**src/dasi_pkg.sv**
```systemverilog
`default_nettype none
package dasi_pkg;

  localparam int VALUE_W = 64;
  localparam int ACC_W   = 64;
  localparam int CHAR_W  = 8;

  localparam logic [CHAR_W-1:0] CHAR_NUL   = 8'd0;
  localparam logic [CHAR_W-1:0] CHAR_TAB   = 8'd9;
  localparam logic [CHAR_W-1:0] CHAR_CR    = 8'd13;
  localparam logic [CHAR_W-1:0] CHAR_SPACE = 8'd32;
  localparam logic [CHAR_W-1:0] CHAR_MINUS = 8'd45;
  localparam logic [CHAR_W-1:0] CHAR_ZERO  = 8'd48;
  localparam logic [CHAR_W-1:0] CHAR_NINE  = 8'd57;

  localparam logic [ACC_W-1:0] LIMIT_WIDE   = 64'h8000_0000_0000_0000;
  localparam logic [ACC_W-1:0] LIMIT_NARROW = 64'h0000_0000_8000_0000;

  typedef enum logic [2:0] {
    PH_LEAD  = 3'd0,
    PH_SIGN  = 3'd1,
    PH_DIGIT = 3'd2,
    PH_TRAIL = 3'd3,
    PH_FAIL  = 3'd4
  } phase_t;

  typedef struct packed {
    phase_t            phase;
    logic              is_negative;
    logic [ACC_W-1:0]  accumulator;
  } parse_state_t;

  localparam parse_state_t STATE_RESET = '{phase: PH_LEAD, is_negative: 1'b0,
                                           accumulator: '0};

endpackage
`default_nettype wire

```
**src/decimal_ascii_to_signed_int.sv**
```systemverilog
// decimal_ascii_to_signed_int
// Parses a signed decimal integer from a stream of ASCII characters.
// Input channel: char_code with in_valid / in_ready, one character per
// transfer; a code of 0 ends the string. Leading and trailing whitespace
// is allowed, an optional '-' may precede the digits.
// Output channel: ok and int_value with out_valid / out_ready, one
// transfer per terminator; int_value is 0 when ok is 0.
// Configuration: narrow_mode is written by cfg_wr_en / cfg_wr_data; the
// user writes it only while the block is idle; the block does not check.
// 0 selects signed 64-bit, 1 signed 32-bit range (result sign-extended).
// Throughput: one character per cycle while in_ready is high. A character
// is registered on transfer and processed by the parse step from the input
// register, which updates the parse state and, for a terminator, loads the
// result register, where the result waits until it is taken.
// When the receiver stalls, a waiting result holds and the block keeps
// taking characters until a second terminator reaches the input register;
// in_ready then drops until the result is taken.
// Reset clears the parse state, empties both registers and sets
// narrow_mode to 0.
`default_nettype none
module decimal_ascii_to_signed_int import dasi_pkg::*; (
  input  logic                clk,
  input  logic                rst,
  input  logic                in_valid,
  output logic                in_ready,
  input  logic [CHAR_W-1:0]   char_code,
  output logic                out_valid,
  input  logic                out_ready,
  output logic                ok,
  output logic [VALUE_W-1:0]  int_value,
  input  logic                cfg_wr_en,
  input  logic                cfg_wr_data
);

  logic               narrow_mode;
  logic               stage_valid;
  logic [CHAR_W-1:0]  stage_char;
  parse_state_t       state;
  parse_state_t       state_next;
  logic               ok_next;
  logic [VALUE_W-1:0] value_next;
  logic               stage_term;
  logic               advance;

  assign stage_term = (stage_char == CHAR_NUL);
  assign advance    = stage_valid && (!stage_term || !out_valid || out_ready);
  assign in_ready   = !stage_valid || advance;

  dasi_step u_step (
    .cur         (state),
    .char_code   (stage_char),
    .narrow_mode (narrow_mode),
    .nxt         (state_next),
    .ok          (ok_next),
    .value       (value_next)
  );

  always_ff @(posedge clk) begin
    if (rst) begin
      narrow_mode <= 1'b0;
      stage_valid <= 1'b0;
      state       <= STATE_RESET;
      out_valid   <= 1'b0;
    end else begin
      if (cfg_wr_en) begin
        narrow_mode <= cfg_wr_data;
      end
      if (in_ready) begin
        stage_valid <= in_valid;
      end
      if (advance) begin
        state <= state_next;
      end
      if (advance && stage_term) begin
        out_valid <= 1'b1;
      end else if (out_valid && out_ready) begin
        out_valid <= 1'b0;
      end
    end
  end

  always_ff @(posedge clk) begin
    if (in_valid && in_ready) begin
      stage_char <= char_code;
    end
    if (advance && stage_term) begin
      ok        <= ok_next;
      int_value <= value_next;
    end
  end

endmodule
`default_nettype wire

```
**src/dasi_step.sv**
```systemverilog
`default_nettype none
module dasi_step import dasi_pkg::*; (
  input  parse_state_t        cur,
  input  logic [CHAR_W-1:0]   char_code,
  input  logic                narrow_mode,
  output parse_state_t        nxt,
  output logic                ok,
  output logic [VALUE_W-1:0]  value
);

  logic              is_space;
  logic              is_digit;
  logic [3:0]        digit;
  logic [ACC_W-1:0]  limit;
  logic [ACC_W+3:0]  acc_ext;
  logic [ACC_W+3:0]  scaled;
  logic              overflow;
  phase_t            digit_phase;

  assign is_space = ((char_code >= CHAR_TAB) && (char_code <= CHAR_CR)) ||
                    (char_code == CHAR_SPACE);
  assign is_digit = (char_code >= CHAR_ZERO) && (char_code <= CHAR_NINE);
  assign digit    = char_code[3:0];

  assign limit = (narrow_mode ? LIMIT_NARROW : LIMIT_WIDE) -
                 {{(ACC_W-1){1'b0}}, ~cur.is_negative};

  // acc * 10 + digit, wide enough that it never wraps
  assign acc_ext     = {4'd0, cur.accumulator};
  assign scaled      = (acc_ext << 3) + (acc_ext << 1) + {{ACC_W{1'b0}}, digit};
  assign overflow    = scaled > {4'd0, limit};
  assign digit_phase = overflow ? PH_FAIL : PH_DIGIT;

  always_comb begin
    nxt   = cur;
    ok    = 1'b0;
    value = '0;
    if (char_code == CHAR_NUL) begin
      ok = ((cur.phase == PH_DIGIT) || (cur.phase == PH_TRAIL)) &&
           (cur.accumulator <= limit);
      if (ok) begin
        value = cur.is_negative ? (~cur.accumulator + 1'b1) : cur.accumulator;
      end
      nxt = STATE_RESET;
    end else begin
      case (cur.phase)
        PH_LEAD: begin
          if (is_space) begin
            nxt.phase = PH_LEAD;
          end else if (char_code == CHAR_MINUS) begin
            nxt.is_negative = 1'b1;
            nxt.phase       = PH_SIGN;
          end else if (is_digit) begin
            nxt.phase = digit_phase;
            if (!overflow) begin
              nxt.accumulator = scaled[ACC_W-1:0];
            end
          end else begin
            nxt.phase = PH_FAIL;
          end
        end
        PH_SIGN, PH_DIGIT: begin
          if (is_digit) begin
            nxt.phase = digit_phase;
            if (!overflow) begin
              nxt.accumulator = scaled[ACC_W-1:0];
            end
          end else if (is_space && (cur.phase == PH_DIGIT)) begin
            nxt.phase = PH_TRAIL;
          end else begin
            nxt.phase = PH_FAIL;
          end
        end
        PH_TRAIL: begin
          if (!is_space) begin
            nxt.phase = PH_FAIL;
          end
        end
        default: begin
          nxt.phase = PH_FAIL;
        end
      endcase
    end
  end

endmodule
`default_nettype wire

```
**config.mk**
```make
export PLATFORM = sky130hd
export DESIGN_NAME = decimal_ascii_to_signed_int
export DESIGN_NICKNAME = d
export VERILOG_FILES = /design/src/dasi_pkg.sv /design/src/decimal_ascii_to_signed_int.sv /design/src/dasi_step.sv
export SDC_FILE = /design/constraint.sdc
export NUM_CORES = 1
export LEC_CHECK = 0
export CAP_MARGIN = 0
export CORE_MARGIN = 2
export CORE_UTILIZATION = 40
export DETAILED_ROUTE_END_ITERATION = 6
export DONT_BUFFER_PORTS = 1
export SLEW_MARGIN = 10
export SYNTH_ARGS = -nofsm -noshare
export SYNTH_HDL_FRONTEND = slang
export SYNTH_SLANG_ARGS = --single-unit
export TNS_END_PERCENT = 1
```
**constraint.sdc**
```tcl
create_clock -name clk -period 12.7 [get_ports clk]
set_clock_uncertainty 0.05 [all_clocks]
set_input_delay 2.54 -clock clk [delete_from_list [all_inputs] [get_ports clk]]
set_output_delay 2.54 -clock clk [all_outputs]
set_load 0.05 [all_outputs]
```
==> metrics list, run 1 <==
- Met3 demand-to-capacity share in global routing: 0.0460
- Of the total synthesized cell area, the portion taken by AND, OR, NAND and NOR gates is 0.199.
- The cell family contributing the most delay on the critical path is compound AO/OA/AOI/OAI gates.
- Post-route ant nets: 0
- Counting flops with a built-in enable in the synthesized netlist gives 73.
- Slew Viols, Final: 0
* Number of top-level pins: 81
* Largest family of logic cells by synthesized area: adder cells
- From left edge to right edge, the die measures 195 um.
- Total grt overflow: 0
- Largest area contributor in the synthesized netlist: sky130_fd_sc_hd__ha_1
- The H-tree generated during clock tree synthesis spans 4 levels.
* Met1 usage in global routing: 0.312
- Input and output buffers added on the ports amount to 0.
- Cell count after synthesis: 1721
- Max-cap violation count: 0
- After detailed routing, the number of vias per cell comes to 6.02.
* Number of rows in the core area: 69
- Compared with the post-synthesis result, the final layout area differs by 6.95%.
* Total count of hold-check failures in the final report: 0
- After detailed routing, the number of remaining DRC violations is 0.
- Busiest metal layer after global routing: met2
- Initial core utilization: 0.408
- For this run, the leading register cell type out of synthesis is sky130_fd_sc_hd__edfxtp_1.
- Reported leakage power: 0.00742 uW
- Vias in the first global route: 12600
* Maximum cell stage delay along the critical path: 0.68 ns
- Clock-pin slew was measured on the worst setup and hold paths at 0.07 ns.
* Number of cells on the worst reg-to-reg path: 25
* Distinct cell type count of the synthesized netlist: 75
* Yosys reg bits: 144
* Count of hold-fix buffers inserted at cts: 0
* Area of the mapped netlist: 14500 um^2
- Detailed router's first-iteration violation count: 980
- For this run, the register share of the synthesized area comes to 0.249.
- Area taken by multi-input logic gates: 10500 um^2
- TritonCTS created 17 clock buffers.
- Setup repair after global routing left no endpoint under its margin.
- Of all nets on the critical path, the largest fanout is 38.
* GRT Total Usage: 0.229
- Overall die height: 195 um
- Final setup viols: 0
- Post-Synthesis Net Count: 1995
* Kind of critical path: reg2reg
- The die covers 37900 um^2.
- Depth of the worst hold-timing path: 2
* Number of buffer and inverter instances along the worst setup path: 3
* Total design power: 1090 uW
- The first global-routing pass estimated 69200 um of wire.
- In this run the tightest slew margin relative to its limit is 0.221.
- Layout cells sized above 1: 0.0426
- Average instance area after synthesis: 8.44 um^2
- Fin nets: 1952
- Synthesis warning total: 0
- Final antenna diode count: 0
- The congestion estimate from routability-driven global placement came to 0.927.
* Xor and xnor area share after synthesis: 0.0711
- Root buf cell: sky130_fd_sc_hd__clkbuf_16
- PostCTS Resize Cnt: 0
- In the synthesized netlist the async set-or-reset flop fraction comes to 0.
* Clock latency at the later pin of the worst-skew pair: 0.46 ns
* Adder-cell share of the synthesized area: 0.225
- Max Clk Rate: 0.128 GHz
- Of the post-synthesis cell area, the dominant cell type holds 0.222.
* Number of antenna violations at the first check in global routing: 2
* Buffers inserted by post-CTS timing repair: 0
* Total detailed-routing wirelength: 43000 um
- The routed layout has 12900 vias.
* Startpoint type of the worst setup path: flip-flop
* Compound-Gate Fraction of Synth Area: 0.190
* Result of the run: finished, final reports clean
* Core Footprint: 35700 um^2
* Setup crit end kind: flip-flop
* Worst-path cell with the longest stage delay: sky130_fd_sc_hd__buf_4
- Once detailed placement completed, the half-perimeter wirelength came to 33100 um.
- Number of clock sinks: 144
- The first detailed-routing pass took 5 iterations.
- Filler Cells Inserted: 3521
* Worst VDD drop: 0.000100 V
- In the global route stage, met2 resource usage came out at 0.361.
* Multiplexer fraction of the synthesized cell area: 0.0332
- Arrival time of data at the critical path endpoint: 8.08 ns
* Cell types with the largest area share after synthesis: sky130_fd_sc_hd__ha_1, sky130_fd_sc_hd__edfxtp_1, sky130_fd_sc_hd__dfxtp_1
- Post-layout min period: 7.79 ns
* Per-cell routed wire length: 20.0 um
* HP Class: reg2reg
- TritonCTS built the clock tree.
- The longest clock path from root to sink contains 2 buffers.
- TNS Setup: 0 ns
- Power spread over the standard cell area amounts to 70.4 nW/um^2.
- Period utilization: 0.613
* Worst Max-Slew Pin Slew: 1.16 ns
- Stages on worst setup path: 25
- At the worst endpoint, the required time is 12.99 ns.
- Reg area: 3620 um^2
- Entering global routing, the biggest net connects 98 pins.
==> logic make-up (layout without fill, tap and decap cells) <==
| kind of cell | after synthesis | count (layout) |
|---|---|---|
| AOI/OAI and AO/OA | 432 | 432 |
| xor gates and xnor gates | 118 | 118 |
| adders and majority gates | 260 | 260 |
| buffers and inverters | 125 | 95 |
| DFF | 144 | 144 |
| muxes | 48 | 48 |
| and+or+nand+nor | 594 | 594 |
==> placed cells by master (no fill, tap or decap), types with 13 or more instances in the layout <==
cell type	synthesis	routed
sky130_fd_sc_hd__o22ai_1	24	24
sky130_fd_sc_hd__o41ai_1	13	13
sky130_fd_sc_hd__o21ai_0	85	85
sky130_fd_sc_hd__xor2_1	78	78
sky130_fd_sc_hd__nand2_1	155	154
sky130_fd_sc_hd__ha_1	258	258
sky130_fd_sc_hd__nand4_1	42	42
sky130_fd_sc_hd__nor2_1	139	139
sky130_fd_sc_hd__inv_1	54	52
sky130_fd_sc_hd__o31ai_1	21	21
sky130_fd_sc_hd__or3_1	15	15
sky130_fd_sc_hd__xnor2_1	40	40
sky130_fd_sc_hd__dfxtp_1	71	70
sky130_fd_sc_hd__clkbuf_16	0	17
sky130_fd_sc_hd__nand2b_1	13	13
sky130_fd_sc_hd__nor3_1	37	37
sky130_fd_sc_hd__o21a_1	17	17
sky130_fd_sc_hd__a21o_1	58	58
sky130_fd_sc_hd__edfxtp_1	73	73
sky130_fd_sc_hd__mux2i_1	47	47
sky130_fd_sc_hd__a21oi_1	127	126
sky130_fd_sc_hd__nand3_1	108	108
==> layout make-up <==
class	count	area share
multi-input cells	1452	0.672
flip-flops and latches	144	0.233
well taps	461	0.0371
clock buffers	19	0.0291
inverters	55	0.0133
clock inverters	13	0.0114
repair buffers	8	0.00386
==> registers in the layout, summed over array words and instances, names as in the netlist <==
| register | count |
|---|---|
| stage_char | 8 |
| state | 68 |
| out_valid | 1 |
| stage_valid | 1 |
| ok | 1 |
| narrow_mode | 1 |
| int_value | 64 |
==> synth_stat cells, types with 7 or more instances <==
library cell and instances:
sky130_fd_sc_hd__a211oi_1 12, sky130_fd_sc_hd__a21o_1 58, sky130_fd_sc_hd__a21oi_1 127, sky130_fd_sc_hd__a31oi_1 8, sky130_fd_sc_hd__and2_1 8, sky130_fd_sc_hd__and3_1 13
sky130_fd_sc_hd__clkbuf_1 63, sky130_fd_sc_hd__dfxtp_1 71, sky130_fd_sc_hd__edfxtp_1 73, sky130_fd_sc_hd__ha_1 258, sky130_fd_sc_hd__inv_1 54, sky130_fd_sc_hd__mux2i_1 47
sky130_fd_sc_hd__nand2_1 155, sky130_fd_sc_hd__nand2b_1 13, sky130_fd_sc_hd__nand3_1 108, sky130_fd_sc_hd__nand4_1 42, sky130_fd_sc_hd__nor2_1 139, sky130_fd_sc_hd__nor2b_1 10
sky130_fd_sc_hd__nor3_1 37, sky130_fd_sc_hd__nor4_1 12, sky130_fd_sc_hd__o21a_1 17, sky130_fd_sc_hd__o21ai_0 85, sky130_fd_sc_hd__o21bai_1 7, sky130_fd_sc_hd__o22ai_1 24
sky130_fd_sc_hd__o31ai_1 21, sky130_fd_sc_hd__o41ai_1 13, sky130_fd_sc_hd__or2_2 9, sky130_fd_sc_hd__or3_1 15, sky130_fd_sc_hd__or4_1 9, sky130_fd_sc_hd__xnor2_1 40
sky130_fd_sc_hd__xor2_1 78
==> final timing paths <==
| check | endpoint | startpoint | slack (ns) |
|---|---|---|---|
| setup reg to reg | state[3]$_SDFFE_PP0P_ | stage_char[3]$_DFFE_PP_ | 4.91 |
| setup / recovery | state[3]$_SDFFE_PP0P_ | stage_char[3]$_DFFE_PP_ | 4.91 |
| hold reg to reg | state[66]$_SDFFE_PP0P_ | state[66]$_SDFFE_PP0P_ | 0.47 |
| hold / removal | state[66]$_SDFFE_PP0P_ | state[66]$_SDFFE_PP0P_ | 0.47 |
==> through the flow <==
step / instances / hold slack [ns] / setup slack [ns] / area, um^2 / util
2_1_floorplan: 1721 / 0.410 / 6.80 / 14500 / -
3_3_place_gp: 2120 / 0.446 / 5.19 / 14900 / 0.418
3_5_place_dp: 2120 / 0.454 / 5.05 / 14900 / 0.418
4_1_cts: 2152 / 0.470 / 4.96 / 15500 / 0.436
5_1_grt: 2152 / 0.541 / 4.39 / 15500 / 0.436
6_report: 2152 / 0.472 / 4.91 / 15500 / 0.436
==> where the power goes <==
part | switching, uW | leakage [uW] | internal [uW]
combinational | 27.4 | 0.00572 | 13.4
sequential | 4.28 | 0.00140 | 487
clock | 237 | 0.000304 | 325
total | 268 | 0.00742 | 825
==> per-layer routing <==
layer  vias up  routed length, um
li1       6355                  -
met1      6135              20300
met2       390              18900
met3        67               2740
met4         2               1040
met5         -                 13
==> worst reg2reg max path, cell delays in order (launching register included) <==
cell	delay (ns)
sky130_fd_sc_hd__edfxtp_1	0.51
sky130_fd_sc_hd__fa_1	0.62
sky130_fd_sc_hd__inv_1	0.07
sky130_fd_sc_hd__fa_1	0.46
sky130_fd_sc_hd__nand2b_1	0.18
sky130_fd_sc_hd__a21oi_1	0.31
sky130_fd_sc_hd__o21a_1	0.27
sky130_fd_sc_hd__o211ai_1	0.17
sky130_fd_sc_hd__o211a_1	0.29
sky130_fd_sc_hd__o21ai_0	0.52
sky130_fd_sc_hd__nor2_1	0.30
sky130_fd_sc_hd__mux2i_1	0.18
sky130_fd_sc_hd__nor2_1	0.17
sky130_fd_sc_hd__inv_1	0.06
sky130_fd_sc_hd__ha_1	0.17
sky130_fd_sc_hd__a21o_1	0.15
sky130_fd_sc_hd__a21o_1	0.17
sky130_fd_sc_hd__a21oi_1	0.16
sky130_fd_sc_hd__nor3_1	0.06
sky130_fd_sc_hd__a2111oi_0	0.47
sky130_fd_sc_hd__o311a_1	0.26
sky130_fd_sc_hd__o21ai_0	0.11
sky130_fd_sc_hd__a211oi_1	0.21
sky130_fd_sc_hd__and3_2	0.67
sky130_fd_sc_hd__buf_4	0.68
sky130_fd_sc_hd__mux2_2	0.42
Power figures use the tool's default switching activity.
==> run 2, diff against run 1 <==
==> constraint.sdc (replaced) <==
create_clock -name clk -period 6.6 [get_ports clk]
set_clock_uncertainty 0.05 [all_clocks]
set_input_delay 1.32 -clock clk [delete_from_list [all_inputs] [get_ports clk]]
set_output_delay 1.32 -clock clk [all_outputs]
set_load 0.05 [all_outputs]
==> metrics list, run 2 (synthesis gave the netlist of run 1 again) <==
- Largest buffer count on any clock path: 2 (unchanged)
- Max-cap violation count: 0 (unchanged)
* Arrival time of data at the critical path endpoint: 6.50 ns (-1.58 ns)
- Critical-path maximum fanout: 33 (-13%)
- The wire length after detailed routing is 42000 um (-2.1%).
- The number of standard-cell rows in the floorplan is 69 (unchanged).
- The maximum achievable frequency was 0.162 GHz (+26%).
- The number of top-level pins came to 81 (unchanged).
- The maximum VDD drop came to 0.000179 V (+79%).
- The count of hold buffers inserted by post-cts repair was 0 (unchanged).
* Number of antenna violations at the first check in global routing: 2 (unchanged)
* Gpl congestion: 0.939 (+1.3%)
- The number of global-route vias before repair was 12300 (-2.3%).
- The final count of negative-setup-slack endpoints came to 0 (unchanged).
- DRC violation count after routing: 0 (unchanged)
- Global-route wire length before repair: 66900 um (-3.3%)
- TNS Setup: 0 ns (unchanged)
- Filler Cells Inserted: 3539 (+0.51%)
- The post-detailed-route count of antenna-violating nets came to 0 (unchanged).
* Number of H-tree branching levels: 4 (unchanged)
* Via-per-instance ratio: 5.98 (-0.66%)
- CTS tree: built
- The CTS clock-pin slew for the worst setup and hold paths was 0.07 ns (about the same).
- Setup crit end kind: flip-flop
- Post-layout min period: 6.18 ns (-1.61 ns)
- The overall die area came to 37900 um^2 (unchanged).
- Reg area: 3620 um^2 (+0.14%)
* Reported leakage power: 0.00749 uW (+0.96%)
- Total grt overflow: 0 (unchanged)
- Per-cell routed wire length: 19.4 um (-2.8%)
* Initial core utilization: 0.408 (unchanged)
* Regs by FF count: state x68, int_value x64, stage_char x8
- Setup repair after global routing left no endpoint under its margin.
* Number of clock sinks: 144 (unchanged)
* Pre-CTS setup slack: 0.190 ns (-4.86 ns)
- Layout cells sized above 1: 0.0533 (+0.0108)
* Number of port buffers: 0 (unchanged)
- The clock network latency to the later pin of the worst-skew pair came to 0.45 ns (about the same).
- Buffers inserted by post-CTS timing repair: 0 (unchanged)
- The top cell types in the final layout, fill and taps aside, are sky130_fd_sc_hd__ha_1, sky130_fd_sc_hd__nand2_1, sky130_fd_sc_hd__nor2_1, sky130_fd_sc_hd__a21oi_1, sky130_fd_sc_hd__nand3_1.
- Result of the run: finished, final reports clean
- Counting flops per register, the top entry is state.
* Most common cell after layout, fill and taps aside: sky130_fd_sc_hd__ha_1
- The final worst slack is 0.416 ns (-4.49 ns).
- Slew Viols, Final: 0 (unchanged)
- The worst max-slew margin expressed relative to the limit is 0.289 (+0.0679).
- The path class of the tightest hold or removal check is reg2reg.
- The die boundary width came to 195 um (unchanged).
* Pwr/cell area: 131 nW/um^2 (+86%)
- GRT Total Usage: 0.222 (-0.00679)
* DR vias: 13000 (+0.077%)
- The placeable core region was 35700 um^2 (unchanged).
- The portion of the clock cycle consumed by the worst path in the final layout is 0.937 (+0.323).
- The vertical die dimension is 195 um (unchanged).
- Detailed router's first-iteration violation count: 784 (-20%)
* Kind of critical path: reg2reg
* Worst Max-Slew Pin Slew: 1.07 ns (-0.0927 ns)
* Startpoint type of the worst setup path: flip-flop
* Pin count of the biggest net entering global routing: 88 (-10%)
* Fin nets: 1967 (+0.77%)
* Total count of hold-check failures in the final report: 0 (unchanged)
- From synthesis to final layout, the design area changed by 7.84%.
- Clock buffer count from CTS: 17 (unchanged)
- Placed wire-length estimate: 32700 um (-1.4%)
- The total area of multi-input combinational cells was 10500 um^2 (+0.19%).
- The endpoint required time on the critical path was 6.92 ns (-6.07 ns).
- The first-pass iteration count of the detailed router was 5 (unchanged).
* Root buf cell: sky130_fd_sc_hd__clkbuf_16
- The flip-flop count of the largest register after layout came to 68 (unchanged).
==> run 2: worst paths after layout <==
path	start	end	slack [ns]	cells after the start
setup / recovery	stage_char[3]$_DFFE_PP_	state[9]$_SDFFE_PP0P_	0.42	22
hold / removal	state[66]$_SDFFE_PP0P_	state[66]$_SDFFE_PP0P_	0.47	2
hold reg to reg	state[66]$_SDFFE_PP0P_	state[66]$_SDFFE_PP0P_	0.47	2
setup reg to reg	stage_char[3]$_DFFE_PP_	state[9]$_SDFFE_PP0P_	0.42	22
==> run 2: what timing repair did <==
item / CTS / global route
hold endpoints to repair: 0 / 0
setup endpoints to repair: 0 / 66
gates resized for setup: 0 / 12
==> run 2: critical path, cell delays in order, from the launching register on <==
cell and delay [ns]:
sky130_fd_sc_hd__edfxtp_1 0.42, sky130_fd_sc_hd__fa_1 0.58, sky130_fd_sc_hd__inv_1 0.06, sky130_fd_sc_hd__fa_1 0.44
sky130_fd_sc_hd__nand2b_1 0.20, sky130_fd_sc_hd__a21oi_2 0.21, sky130_fd_sc_hd__o21a_1 0.21, sky130_fd_sc_hd__a21o_1 0.23
sky130_fd_sc_hd__a21oi_1 0.21, sky130_fd_sc_hd__o21a_1 0.36, sky130_fd_sc_hd__o31ai_1 0.33, sky130_fd_sc_hd__xor2_1 0.30
sky130_fd_sc_hd__ha_1 0.31, sky130_fd_sc_hd__a21o_1 0.16, sky130_fd_sc_hd__a21oi_1 0.14, sky130_fd_sc_hd__nor3_1 0.06
sky130_fd_sc_hd__a2111oi_1 0.43, sky130_fd_sc_hd__o311a_1 0.23, sky130_fd_sc_hd__o21ai_0 0.14, sky130_fd_sc_hd__a211oi_1 0.25
sky130_fd_sc_hd__and3_2 0.30, sky130_fd_sc_hd__buf_12 0.26, sky130_fd_sc_hd__mux2i_1 0.22
==> run 2: per-stage QoR <==
stage / cells / power [uW] / instance area, um^2 / hold slack (ns) / utilization
final: 2168 / 2050 / 15700 / 0.473 / 0.439
after global placement: 2135 / 1040 / 15000 / 0.442 / 0.422
after CTS: 2167 / 2070 / 15600 / 0.470 / 0.439
after detailed placement: 2135 / 1040 / 15000 / 0.467 / 0.422
after floorplan: 1721 / 1020 / 14500 / 0.410 / -
after global routing: 2167 / 2120 / 15700 / 0.504 / 0.439
==> run 2: cell type report <==
| type | count | share of cell area |
|---|---|---|
| Multi-Input combinational cell | 1452 | 0.668 |
| Sequential cell | 144 | 0.231 |
| Antenna cell | 1 | 0.000160 |
| Tap cell | 461 | 0.0368 |
| Clock buffer | 20 | 0.0279 |
| Timing Repair Buffer | 23 | 0.0126 |
| Clock inverter | 12 | 0.0101 |
| Inverter | 55 | 0.0132 |
==> run 2: power breakdown <==
group / internal [uW] / leakage (uW) / total, uW / switching, uW
logic: 27.1 / 0.00581 / 78.9 / 51.8
clock network: 597 / 0.000283 / 1030 / 429
registers: 938 / 0.00140 / 945 / 7.45
==> run 2: layer usage <==
layer | part of all wire | vias up | wire length (um) | global-route usage
met4 | 0.025 | 0 | 1040 | 0.0718
met3 | 0.058 | 71 | 2430 | 0.0430
met5 | 0 | - | 0 | 0
met1 | 0.48 | 6112 | 20000 | 0.304
li1 | - | 6388 | - | -
met2 | 0.44 | 388 | 18600 | 0.351
==> run 3, diff against run 2 <==
--- a/config.mk
+++ b/config.mk
@@ -6,7 +6,7 @@
 export NUM_CORES = 1
 export LEC_CHECK = 0
 export CAP_MARGIN = 0
-export CORE_MARGIN = 2
+export CORE_MARGIN = 5
 export CORE_UTILIZATION = 40
 export DETAILED_ROUTE_END_ITERATION = 6
 export DONT_BUFFER_PORTS = 1
==> metrics list, run 3 (synthesis gave the netlist of run 1 again) <==
- The run finished with clean final reports.
- Worst VDD drop: 0.000163 V (-9.3%)
* Unrepaired setup endpoints after global routing: no
- The count of hold buffers inserted by post-cts repair was 0 (unchanged).
- In this run the most critical hold path is launched from state[66]$_SDFFE_PP0P_.
* Post-layout min period: 6.21 ns (+0.0308 ns)
* Number of clock sinks: 144 (unchanged)
- In this run the critical register-to-register path is launched from stage_char[3]$_DFFE_PP_.
* Detailed router's first-iteration violation count: 805 (+2.7%)
- The number of global-route vias before repair is 12400 (+0.81%).
- The cell area after layout came to 15700 um^2 (+0.17%).
- Slew Viols, Final: 0 (unchanged)
* Number of cells on the worst reg-to-reg path: 23 (+4.5%)
- The final non-filler cell total was 2176 (+0.37%).
- The path length in cells of the critical path is 23 (+4.5%).
- Sequence of cells on the critical path: fa_1, inv_1, fa_1, nand2b_1, a21oi_2, o21a_1, a21o_1, a21oi_1, o21ai_0, a21oi_1, xnor2_1, ha_1, a21oi_1, nand3_1, o21ai_0, o311ai_0, nand2b_1, o311a_1, o21ai_0, a211oi_1, and3_4, buf_12, mux2i_1
* Per-cell routed wire length: 19.4 um (-0.14%)
- The depth of the CTS H-tree was 4 (unchanged).
* DRC violation count after routing: 0 (unchanged)
- The utilization of the core after routing was 0.439 (about the same).
* Initial core utilization: 0.407 (-0.000984)
- The instance area after placement was 15100 um^2 (+0.22%).
* Depth of the worst hold-timing path: 2 (unchanged)
- Max Clk Rate: 0.161 GHz (-0.50%)
- Layout cells sized above 1: 0.0566 (+0.00328)
* Worst Max-Slew Pin Slew: 0.901 ns (-0.164 ns)
- TNS Setup: 0 ns (unchanged)
* Pwr/cell area: 126 nW/um^2 (-3.6%)
* Via-per-instance ratio: 6.01 (+0.49%)
- The stage delay of the slowest cell on the critical path came to 0.60 ns (+0.02 ns).
- Layout overhead on the synthesized area: 8.03%
* Family with the most delay on the worst path: compound AO/OA/AOI/OAI gates
* Kind of critical path: reg2reg
- The endpoint required time on the critical path is 6.92 ns (about the same).
* CTS tree: built
- Final setup viols: 0 (unchanged)
* Post-route ant nets: 0 (unchanged)
- Number of top-level pins: 81 (unchanged)
* Critical register-to-register path endpoint: state[50]$_SDFFE_PP0P_
- The die boundary width is 201 um (+3.1%).
- The clock share of power came to 0.483 (-0.018).
- STA classifies the critical path startpoint as a flip-flop.
* Regs by FF count: state x68, int_value x64, stage_char x8
* Period utilization: 0.942 (+0.00467)
- The overall die area was 40200 um^2 (+6.3%).
* Number of flip-flops under the largest register name: 68 (unchanged)
- The aggregate global-route resource usage came to 0.203 (-0.0186).
- Total grt overflow: 0 (unchanged)
- The first-pass GRT wire length is 67600 um (+0.93%).
- The number of standard-cell rows in the floorplan is 69 (unchanged).
- Buffers inserted by post-CTS timing repair: 0 (unchanged)
* CP Capture Point: state[50]$_SDFFE_PP0P_
* Core Footprint: 35700 um^2 (+0.24%)
* Root buf cell: sky130_fd_sc_hd__clkbuf_16
- The wire length after detailed routing is 42100 um (+0.22%).
- Most common cell after layout, fill and taps aside: sky130_fd_sc_hd__ha_1
- DR vias: 13100 (+0.86%)
* DR pass1 iterations: 5 (unchanged)
- Number of port buffers: 0 (unchanged)
* Placed cells: 2141 (+0.28%)
- The switching part of the total power is 0.265 (+0.0266).
- Arrival time of data at the critical path endpoint: 6.53 ns (+0.03 ns)
- The total net switching power is 524 uW (+7.4%).
* CTS clk-pin slew, worst paths: 0.07 ns (about the same)
* Placed wire-length estimate: 32900 um (+0.72%)
- The sequential cell fraction of total power was 0.477 (+0.016).
* Crit path launch: stage_char[3]$_DFFE_PP_
- Worst R2R Setup Slack: 0.39 ns (-0.03 ns)
* Worst-path cell with the longest stage delay: sky130_fd_sc_hd__fa_1
* Worst rel slew slack: 0.399 (+0.111)
- Fin nets: 1974 (+0.36%)
- Pin count of the biggest net entering global routing: 73 (-17%)
- Largest buffer count on any clock path: 2 (unchanged)
- The number of antenna violations at the first check in global routing was 5 (+3).
* Clock latency at the later pin of the worst-skew pair: 0.45 ns (about the same)
* Share of total power in combinational logic: 0.041 (+0.002)
- The total power came to 1980 uW (-3.4%).
- Total count of hold-check failures in the final report: 0 (unchanged)
- Number of buffer and inverter instances along the worst setup path: 2 (unchanged)
- The static leakage was 0.00751 uW (+0.22%).
- The number of buffers created by CTS is 17 (unchanged).
* Setup crit end kind: flip-flop
- The max-capacitance violation count is 0 (unchanged).
- Highest-count cells in the layout ignoring fill and taps: sky130_fd_sc_hd__ha_1, sky130_fd_sc_hd__nand2_1, sky130_fd_sc_hd__nor2_1, sky130_fd_sc_hd__a21oi_1, sky130_fd_sc_hd__nand3_1
- Largest Register: state
* Critical-path maximum fanout: 21 (-36%)
- The internal power contribution came to 1460 uW (-6.8%).
- The vertical die dimension is 201 um (+3.1%).
- The tightest min-delay check is of the reg2reg type.
- The weighted congestion at the end of routability-driven global placement was 0.932 (-0.75%).
run 3: cell count changes in the layout (fill, tap and decap cells not counted), sizes merged:
cell      delta
buf          +6
bufinv       -3
inv          +3
clkbuf       -2
clkinvlp     +2
clkinv       +1
diode        +1
run 3: power by group through the flow:
stage	Clock (uW)	Sequential, uW	Combinational (uW)
after global routing	1000	945	90.5
after detailed placement	0	964	78.7
after global placement	0	964	75.9
after floorplan	0	963	59.1
after CTS	971	944	79.3
final	956	944	80.4
run 3: what timing repair did:
action	in CTS	in global routing
setup endpoints to repair	19	64
gates resized for setup	1	9
pin swaps	0	0
gates cloned	0	1
hold endpoints to repair	0	0
run 3: how the worst min path moves through the flow:
stage / to
after global routing: state[66]$_SDFFE_PP0P_
after global placement: narrow_mode$_SDFFE_PP0P_
after detailed placement: state[66]$_SDFFE_PP0P_
final: state[66]$_SDFFE_PP0P_
after floorplan: narrow_mode$_SDFFE_PP0P_
after CTS: state[66]$_SDFFE_PP0P_
run 3: stage by stage:
step	setup WS [ns]	hold WS (ns)
after global routing	0.0194	0.502
final	0.386	0.468
after detailed placement	0.00470	0.464
after global placement	0.174	0.440
after floorplan	0.702	0.410
after CTS	0.0429	0.472
run 3: final cells by class:
class / count / area [um^2]
fill: 3527 / 20000
antenna: 2 / 5.00
multi-input combinational: 1452 / 10500
sequential: 144 / 3620
clock inverter: 15 / 125
timing repair buffer: 30 / 268
clock buffer: 17 / 425
inverter: 55 / 208
tap: 461 / 577
run 3: worst min-delay path: stages (launching register included):
cell                      delay, ns
sky130_fd_sc_hd__dfxtp_1       0.34
sky130_fd_sc_hd__nand3_1       0.07
sky130_fd_sc_hd__o21ai_0       0.07
run 3: routing by layer:
layer / up-vias / GRT usage / wire length (um)
li1: 6415 / - / -
met1: 6212 / 0.292 / 19900
met2: 382 / 0.315 / 18600
met3: 57 / 0.0336 / 2680
met4: 4 / 0.0612 / 953
met5: - / 0 / 27
